[config.mk]
export PLATFORM = sky130hd
export DESIGN_NAME = bitmap_to_region_scanner
export DESIGN_NICKNAME = d
export VERILOG_FILES = /design/src/rtl/bts_pkg.sv /design/src/rtl/bts_emitter.sv /design/src/rtl/bitmap_to_region_scanner.sv
export SDC_FILE = /design/constraint.sdc
export NUM_CORES = 1
export LEC_CHECK = 0
export ABC_AREA = 1
export BUFFER_PORTS_ARGS = -buffer_cell sky130_fd_sc_hd__buf_4
export CELL_PAD_IN_SITES_DETAIL_PLACEMENT = 0
export CELL_PAD_IN_SITES_GLOBAL_PLACEMENT = 1
export CORE_UTILIZATION = 47
export CTS_BUF_LIST = sky130_fd_sc_hd__clkbuf_8
export CTS_CLUSTER_DIAMETER = 60
export DETAILED_ROUTE_END_ITERATION = 7
export PLACE_DENSITY_LB_ADDON = 0.1
export SLEW_MARGIN = 20
export SYNTH_ARGS = -nofsm -noshare
export SYNTH_HDL_FRONTEND = slang
export SYNTH_SLANG_ARGS = --single-unit
export TNS_END_PERCENT = 50
[constraint.sdc]
create_clock -name clock -period 8.6 [get_ports clock]
set_clock_uncertainty 0.2 [all_clocks]
set_input_delay 0.86 -clock clock [delete_from_list [all_inputs] [get_ports clock]]
set_output_delay 0.86 -clock clock [all_outputs]
set_load 0.01 [all_outputs]
[src/rtl/bts_pkg.sv]
// shared types and constants for the bitmap to region scanner
package bts_pkg;

   // default for the longest row, in words
   localparam int MAX_ROW_WORDS_DEFAULT = 256;

   // value carried by an end marker
   localparam logic [15:0] END_MARK = 16'd32767;

   // result tags
   localparam logic [1:0] TAG_ROW   = 2'd0;
   localparam logic [1:0] TAG_COORD = 2'd1;
   localparam logic [1:0] TAG_END   = 2'd2;

   // configuration register indexes
   localparam logic CSR_LEFT_EDGE   = 1'b0;
   localparam logic CSR_MARGIN_BITS = 1'b1;

   // pending results of one input word, drained one per cycle while rsp is ready
   typedef struct packed {
      logic        row_pend;   // row number still to send
      logic [15:0] row_val;
      logic [15:0] base;       // coordinate of the word's leftmost pixel
      logic [15:0] flips;      // parity flip positions, bit 15 leftmost
      logic        close_pend; // closing coordinate still to send
      logic [15:0] close_val;
      logic        end_pend;   // row end marker still to send
      logic        fin_pend;   // finish end marker still to send
   } bts_desc_type;

endpackage

[src/rtl/bts_emitter.sv]
// result sequencer: holds one word's pending results and sends them in order
module bts_emitter (
   input  logic                  clock,
   input  logic                  reset,
   input  logic                  load_valid,
   output logic                  load_ready,
   input  bts_pkg::bts_desc_type load_desc,
   output logic                  rsp_tvalid,
   input  logic                  rsp_tready,
   output logic [15:0]           rsp_tdata,  // value
   output logic [1:0]            rsp_tuser,  // tag
   output logic                  rsp_tlast
);

   logic                  valid_ff, valid_in;
   bts_pkg::bts_desc_type desc_ff, desc_in;
   bts_pkg::bts_desc_type desc_rest;
   logic [3:0]            lead;
   logic [3:0]            lead_pos;
   logic                  fire;

   // highest set flip bit is the leftmost pixel
   always_comb begin
      lead = 4'd0;
      for (int i = 0; i < 16; i++) begin
         if (desc_ff.flips[i]) begin
            lead = 4'(i);
         end
      end
      lead_pos = 4'd15 - lead;
   end

   // pick the current result and what stays pending after it
   always_comb begin
      desc_rest = desc_ff;
      rsp_tdata = bts_pkg::END_MARK;
      rsp_tuser = bts_pkg::TAG_END;
      if (desc_ff.row_pend) begin
         rsp_tdata          = desc_ff.row_val;
         rsp_tuser          = bts_pkg::TAG_ROW;
         desc_rest.row_pend = 1'b0;
      end else if (desc_ff.flips != 16'd0) begin
         rsp_tdata             = desc_ff.base + {12'd0, lead_pos};
         rsp_tuser             = bts_pkg::TAG_COORD;
         desc_rest.flips[lead] = 1'b0;
      end else if (desc_ff.close_pend) begin
         rsp_tdata            = desc_ff.close_val;
         rsp_tuser            = bts_pkg::TAG_COORD;
         desc_rest.close_pend = 1'b0;
      end else if (desc_ff.end_pend) begin
         desc_rest.end_pend = 1'b0;
      end else begin
         desc_rest.fin_pend = 1'b0;
      end
   end

   assign rsp_tlast  = !desc_rest.row_pend && (desc_rest.flips == 16'd0) &&
                       !desc_rest.close_pend && !desc_rest.end_pend &&
                       !desc_rest.fin_pend;
   assign rsp_tvalid = valid_ff;
   assign fire       = valid_ff && rsp_tready;
   assign load_ready = !valid_ff || (rsp_tready && rsp_tlast);

   // next descriptor: new word, drained remainder or hold
   always_comb begin
      valid_in = valid_ff;
      desc_in  = desc_ff;
      if (load_ready) begin
         valid_in = load_valid;
         desc_in  = load_desc;
      end else if (fire) begin
         desc_in = desc_rest;
      end
   end

   always_ff @(posedge clock) begin
      if (reset) begin
         valid_ff <= 1'b0;
      end else begin
         valid_ff <= valid_in;
      end
   end

   always_ff @(posedge clock) begin
      desc_ff <= desc_in;
   end

endmodule

[src/rtl/bitmap_to_region_scanner.sv]
// top level of the bitmap to region scanner
//
//  channel | direction | tdata                         | tuser | tlast
//  req     | in        | row_v, cur_word, prev_word    | kind  | last_word
//  rsp     | out       | value                         | tag   | last
//  csr     | in        | write enable, index, data     | -     | -
//
// a word is scanned in the cycle it is accepted; its results follow from the
// next cycle on, one per cycle while rsp is ready, from a single descriptor register.
// a word that causes any result causes 1 to 19 of them;
// a word that causes no result is never queued.
// reset (synchronous) clears the row position, parity and pending results.
// req waits while results are pending and is taken in the cycle the last one goes out;
// a stall on rsp holds the current result and holds req with it.
module bitmap_to_region_scanner #(
   parameter int MAX_ROW_WORDS = bts_pkg::MAX_ROW_WORDS_DEFAULT
) (
   input  logic        clock,
   input  logic        reset,
   input  logic        req_tvalid,
   output logic        req_tready,
   input  logic [47:0] req_tdata,  // row_v[15:0], cur_word[31:16], prev_word[47:32]
   input  logic        req_tuser,  // kind
   input  logic        req_tlast,  // last_word
   output logic        rsp_tvalid,
   input  logic        rsp_tready,
   output logic [15:0] rsp_tdata,  // value
   output logic [1:0]  rsp_tuser,  // tag
   output logic        rsp_tlast,  // last
   input  logic        csr_we,
   input  logic        csr_addr,
   input  logic [15:0] csr_wdata
);

   localparam int IDX_W = (MAX_ROW_WORDS > 1) ? $clog2(MAX_ROW_WORDS) : 1;
   localparam logic [IDX_W-1:0] IDX_MAX = IDX_W'(MAX_ROW_WORDS - 1);

   logic [15:0]      left_edge_ff;
   logic [3:0]       margin_bits_ff;
   logic [IDX_W-1:0] word_index_ff, word_index_in;
   logic             run_parity_ff, run_parity_in;
   logic             row_started_ff, row_started_in;

   logic [15:0]      row_v, cur_word, prev_word;
   logic [15:0]      diff, flips;
   logic             started_new, has_results, accept;
   logic             load_ready;
   logic [15:0]      word_off, next_off;
   bts_pkg::bts_desc_type desc;

   assign row_v     = req_tdata[15:0];
   assign cur_word  = req_tuser ? 16'd0 : req_tdata[31:16];
   assign prev_word = req_tdata[47:32];

   // configuration registers
   always_ff @(posedge clock) begin
      if (reset) begin
         left_edge_ff   <= 16'd0;
         margin_bits_ff <= 4'd0;
      end else if (csr_we) begin
         unique case (csr_addr)
            bts_pkg::CSR_LEFT_EDGE:   left_edge_ff   <= csr_wdata;
            bts_pkg::CSR_MARGIN_BITS: margin_bits_ff <= csr_wdata[3:0];
            default: ;
         endcase
      end
   end

   // changed pixels, margin masked on the row's last word
   always_comb begin
      diff = cur_word ^ prev_word;
      if (req_tlast) begin
         diff = diff & (16'hFFFF << margin_bits_ff);
      end
      flips = diff ^ {run_parity_ff, diff[15:1]};
   end

   assign word_off = 16'(32'(word_index_ff) << 4);
   assign next_off = 16'((32'(word_index_ff) + 32'd1) << 4);

   // descriptor of this word's results
   assign started_new = row_started_ff || (flips != 16'd0);
   always_comb begin
      desc.row_pend   = !row_started_ff && (flips != 16'd0);
      desc.row_val    = row_v;
      desc.base       = left_edge_ff + word_off;
      desc.flips      = flips;
      desc.close_pend = req_tlast && started_new && diff[0];
      desc.close_val  = left_edge_ff + next_off;
      desc.end_pend   = req_tlast && started_new;
      desc.fin_pend   = req_tlast && req_tuser;
   end
   assign has_results = (flips != 16'd0) || desc.end_pend || desc.fin_pend;

   assign req_tready = load_ready;
   assign accept     = req_tvalid && load_ready;

   // row scan state
   always_comb begin
      word_index_in  = word_index_ff;
      run_parity_in  = run_parity_ff;
      row_started_in = row_started_ff;
      if (accept) begin
         if (req_tlast) begin
            word_index_in  = '0;
            run_parity_in  = 1'b0;
            row_started_in = 1'b0;
         end else begin
            if (word_index_ff < IDX_MAX) begin
               word_index_in = word_index_ff + IDX_W'(1);
            end
            run_parity_in  = diff[0];
            row_started_in = started_new;
         end
      end
   end

   always_ff @(posedge clock) begin
      if (reset) begin
         word_index_ff  <= '0;
         run_parity_ff  <= 1'b0;
         row_started_ff <= 1'b0;
      end else begin
         word_index_ff  <= word_index_in;
         run_parity_ff  <= run_parity_in;
         row_started_ff <= row_started_in;
      end
   end

   // result sequencer
   bts_emitter u_emitter (
      .clock      (clock),
      .reset      (reset),
      .load_valid (accept && has_results),
      .load_ready (load_ready),
      .load_desc  (desc),
      .rsp_tvalid (rsp_tvalid),
      .rsp_tready (rsp_tready),
      .rsp_tdata  (rsp_tdata),
      .rsp_tuser  (rsp_tuser),
      .rsp_tlast  (rsp_tlast)
   );

   // an empty sequencer always takes a word
   a_idle_ready: assert property (@(posedge clock) disable iff (reset)
      !rsp_tvalid |-> req_tready)
      else $error("req_tready low while no result pending");

   // a word's results come out without gaps until its last
   a_run_continues: assert property (@(posedge clock) disable iff (reset)
      rsp_tvalid && rsp_tready && !rsp_tlast |=> rsp_tvalid)
      else $error("result run broken before last");

   // a row number is always followed by a coordinate
   a_row_not_last: assert property (@(posedge clock) disable iff (reset)
      rsp_tvalid && (rsp_tuser == bts_pkg::TAG_ROW) |-> !rsp_tlast)
      else $error("row number sent as last result");

   // word position saturates
   a_index_range: assert property (@(posedge clock) disable iff (reset)
      word_index_ff <= IDX_MAX)
      else $error("word index beyond row length");

endmodule

==> qor.csv <==
stage,metric,value,unit
floorplan,IO Count,93,
timing,slew at the pin closest to its max-slew limit,0.863,ns
critical_path,startpoint types,register,
layout,Final Cell Area,7260,µm²
placement,Placement Setup Slack,3.93,ns
timing,endpoints failing setup,0,
route,via count,5534,
clock_network,postcts setup bufs,0,
pwr,Switching Fraction,35.3,%
synth,Mapped Nets,921,
critical_path,"Slowest-stage cell, CP",edfxtp_1,
critical_path,reg2reg start,u_emitter.desc_ff[32]$_DFFE_PP_,
global_routing,vias in the first global route,5194,
synth,ys async rst share,0,%
synth,Syn Inst Count,824,
floorplan,core area,12800,µm²
placement,placed cell area,7070,µm²
clock_network,Clock Tree Root,clkbuf_8,
floorplan,Die Y,117,µm
timing,Final Max Slew Viols,0,
synth,largest family of logic cells by synthesized area,simple AND/OR/NAND/NOR gates,
route,routed wire length,15.4,mm
hold_path,Worst Hold Depth,2,
critical_path,Most common cell on crit path,nand2_1,
clock_network,clock buffer count from CTS,9,
layout,area grow syn2layout,16.1,%
pwr,P_int,0.805,mW
route,Initial DRC Count,390,
layout,"commonest cells after routing, fill and taps aside","nand2_1 (164), inv_1 (123), nor2_1 (120)",
status,status,"finished, final reports clean",
pwr,Clock Power Share,23.1,%
route,WL/cell,14.2,µm
global_routing,antenna violations before repair,0,
synth,Mean Syn Cell Area,7.59,µm²
timing,final hold violation count,0,
pwr,leak pwr,3.46,nW
critical_path,Crit Path Max Fanout,5,
critical_path,CP peak stage delay,0.45,ns
hold_path,hold path startpoint,left_edge_ff[3]$_SDFFE_PP0P_,
timing,RSZ-0062 raised after global routing,false,
synth,synth warn,0,
pwr,Tot Pwr,1.24,mW
critical_path,RR Endpoint,run_parity_ff$_SDFFE_PP0P_,
synth,Synth Register Bits,95,
timing,max_slew headroom,42.4,%
layout,"most common cell after layout, fill and taps aside",nand2_1,
timing,"Worst Setup Slack, final",3.48,ns
layout,share of cells above drive strength 1,15.3,%
placement,detailed placer's ending HPWL,11.9,mm
clock_network,CTS resizes,0,
pwr,sequential share of power,48.0,%
global_routing,Tot GR Track Use,23.2,%
floorplan,row cnt,41,
synth,compound-cell area share of the yosys netlist,11.6,%
synth,number of synthesized flops with an enable pin,64,
global_routing,first-pass GRT wire length,25.6,mm
pwr,power share of the combinational group,28.8,%
clock_network,Hold Buf Count CTS,0,
pwr,sw power,0.439,mW
timing,TNS Setup,0,ns
critical_path,crit end category,output pin,
synth,"Cell Area, Synth",6250,µm²
timing,crit path time final,5.12,ns
critical_path,worst reg-to-reg setup slack,4.75,ns
timing,crit share post-route,59.5,%
synth,area share of fa/ha/maj cells after synthesis,5.36,%
synth,xor and xnor fraction of the mapped netlist area,6.30,%
synth,sequential area share after synthesis,40.6,%
clock_network,H-tree Lvls,3,
global_routing,global route overflow,0,
critical_path,worst r2r path cells,19,
clock_network,Clock Latency Late Sink,0.38,ns
placement,Port Buffer Count,92,
floorplan,Initial Util,49.0,%
synth,simple-gate share of the synthesized area,26.8,%
route,"antenna viol nets, final",0,
synth,Main synth FF type,edfxtp_1,
route,post-DR vias/cell,5.10,
floorplan,total die area,13800,µm²
hold_path,Min-Delay Path Class,reg2reg,
route,Initial DRT Pass Iterations,7,
critical_path,"Arr. time, crit path",4.06,ns
hold_path,hold worst-path end,left_edge_ff[3]$_SDFFE_PP0P_,
critical_path,Crit Path Class,reg2out,
pwr,Max VDD drop,92.3,µV
clock_network,CTS tree,yes,
placement,Final GP Congestion,0.862,
timing,Peak Freq,0.195,GHz
floorplan,die width,117,µm
pwr,P per Cell Area,171,nW/µm²
clock_network,clock-pin transition on the worst setup and hold timing paths,0.10,ns
route,Remaining DRCs,0,
job,max_cap viols,0,
clock_network,CTS Buffer Depth,2,
clock_network,clk sink count,95,
layout,antenna diode count,0,
layout,NumNets Final,1006,
global_routing,largest net degree at the start of global routing,76,
critical_path,CP Data Required Time,7.54,ns
synth,Netlist cell types,44,
synth,post-synthesis mux area share,0,%
-- sequential cells by signal, summed over array words and instances (netlist names) --
| signal | flops |
|---|---|
| u_emitter.desc_ff | 64 |
| left_edge_ff | 16 |
| word_index_ff | 8 |
| margin_bits_ff | 4 |
| row_started_ff | 1 |
| run_parity_ff | 1 |
| u_emitter.rsp_tvalid | 1 |
-- critical path, delay by kind of cell, from the launching register on --
| family | cells | cell delay (ns) |
|---|---|---|
| AOI/OAI and AO/OA | 4 | 0.48 |
| adders and majority gates | 2 | 0.55 |
| and+or+nand+nor | 17 | 1.77 |
| DFF | 1 | 0.45 |
| buffers and inverters | 5 | 0.43 |
-- worst max-delay path by stage --
| stage | from | to | slack (ns) | cells past startpoint |
|---|---|---|---|---|
| 6_report | u_emitter.desc_ff[22]$_DFFE_PP_ | rsp_tdata[14] | 3.48 | 28 |
| 5_1_grt | u_emitter.desc_ff[22]$_DFFE_PP_ | rsp_tdata[14] | 2.98 | 28 |
| 4_1_cts | u_emitter.desc_ff[22]$_DFFE_PP_ | rsp_tdata[14] | 3.49 | 28 |
| 3_5_place_dp | u_emitter.desc_ff[22]$_DFFE_PP_ | rsp_tdata[14] | 3.93 | 28 |
| 3_3_place_gp | u_emitter.desc_ff[22]$_DFFE_PP_ | rsp_tdata[14] | 4.01 | 28 |
| 2_1_floorplan | u_emitter.desc_ff[22]$_DFFE_PP_ | rsp_tdata[14] | 4.40 | 27 |
-- area by class of cell --
class | count | area, µm²
clock inverter | 7 | 62.6
fill | 1223 | 5510
multi-input combinational | 583 | 3140
timing repair buffer | 94 | 706
tap | 172 | 215
inverter | 126 | 473
sequential | 95 | 2540
clock buffer | 9 | 124
-- layer usage --
layer	up-vias	routed length, µm	track usage [%]
met1	2480	7870	34.9
met2	176	6470	33.6
met3	14	881	4.72
met4	0	198	5.84
met5	-	0	0
li1	2864	-	-
-- stage by stage --
step	hold slack, ns	std cells	util [%]
4_1_cts	0.265	1086	56.8
6_report	0.261	1086	56.8
5_1_grt	0.294	1086	56.8
3_3_place_gp	0.240	1070	55.4
2_1_floorplan	0.230	824	-
3_5_place_dp	0.250	1070	55.4
-- power groups by stage --
stage | Combinational [mW] | Sequential (mW) | Clock [mW]
after floorplan | 0.244 | 0.591 | 0
after global placement | 0.351 | 0.603 | 0
after detailed placement | 0.357 | 0.607 | 0
after CTS | 0.358 | 0.597 | 0.295
after global routing | 0.406 | 0.604 | 0.311
final | 0.359 | 0.597 | 0.288
-- kinds of logic after synthesis --
kind of cell	Yosys count
AO/OA/AOI/OAI	134
XOR/XNOR	45
adder cells (fa/ha/maj)	25
buffers and inverters	146
flip-flops	95
AND/OR/NAND/NOR	379
-- synth_stat cells, types with 2 or more instances --
library cell	instances	area [µm²]
a211oi_1	2	15.0
nor2_1	120	450
inv_1	123	462
ha_1	22	275
buf_6	2	22.5
o21ai_1	20	100
xnor2_1	21	184
edfxtp_1	64	1920
clkbuf_1	9	33.8
nor2_4	4	45.0
xor2_1	24	210
nand2_1	165	619
o221ai_1	5	43.8
fa_1	3	60.1
or2_2	2	12.5
nand4_1	15	93.8
nor4_1	3	18.8
o21ai_0	48	240
inv_2	2	7.51
a31oi_1	5	31.3
a21oi_1	44	220
nand2_4	2	22.5
dfxtp_1	31	621
nor2_2	4	25.0
nor3_2	6	60.1
o211ai_1	2	15.0
buf_2	8	40.0
nor3_1	6	30.0
nand2_2	4	25.0
o21bai_1	3	22.5
nand3_1	42	210
No activity file was read; power rests on OpenSTA's default activity.
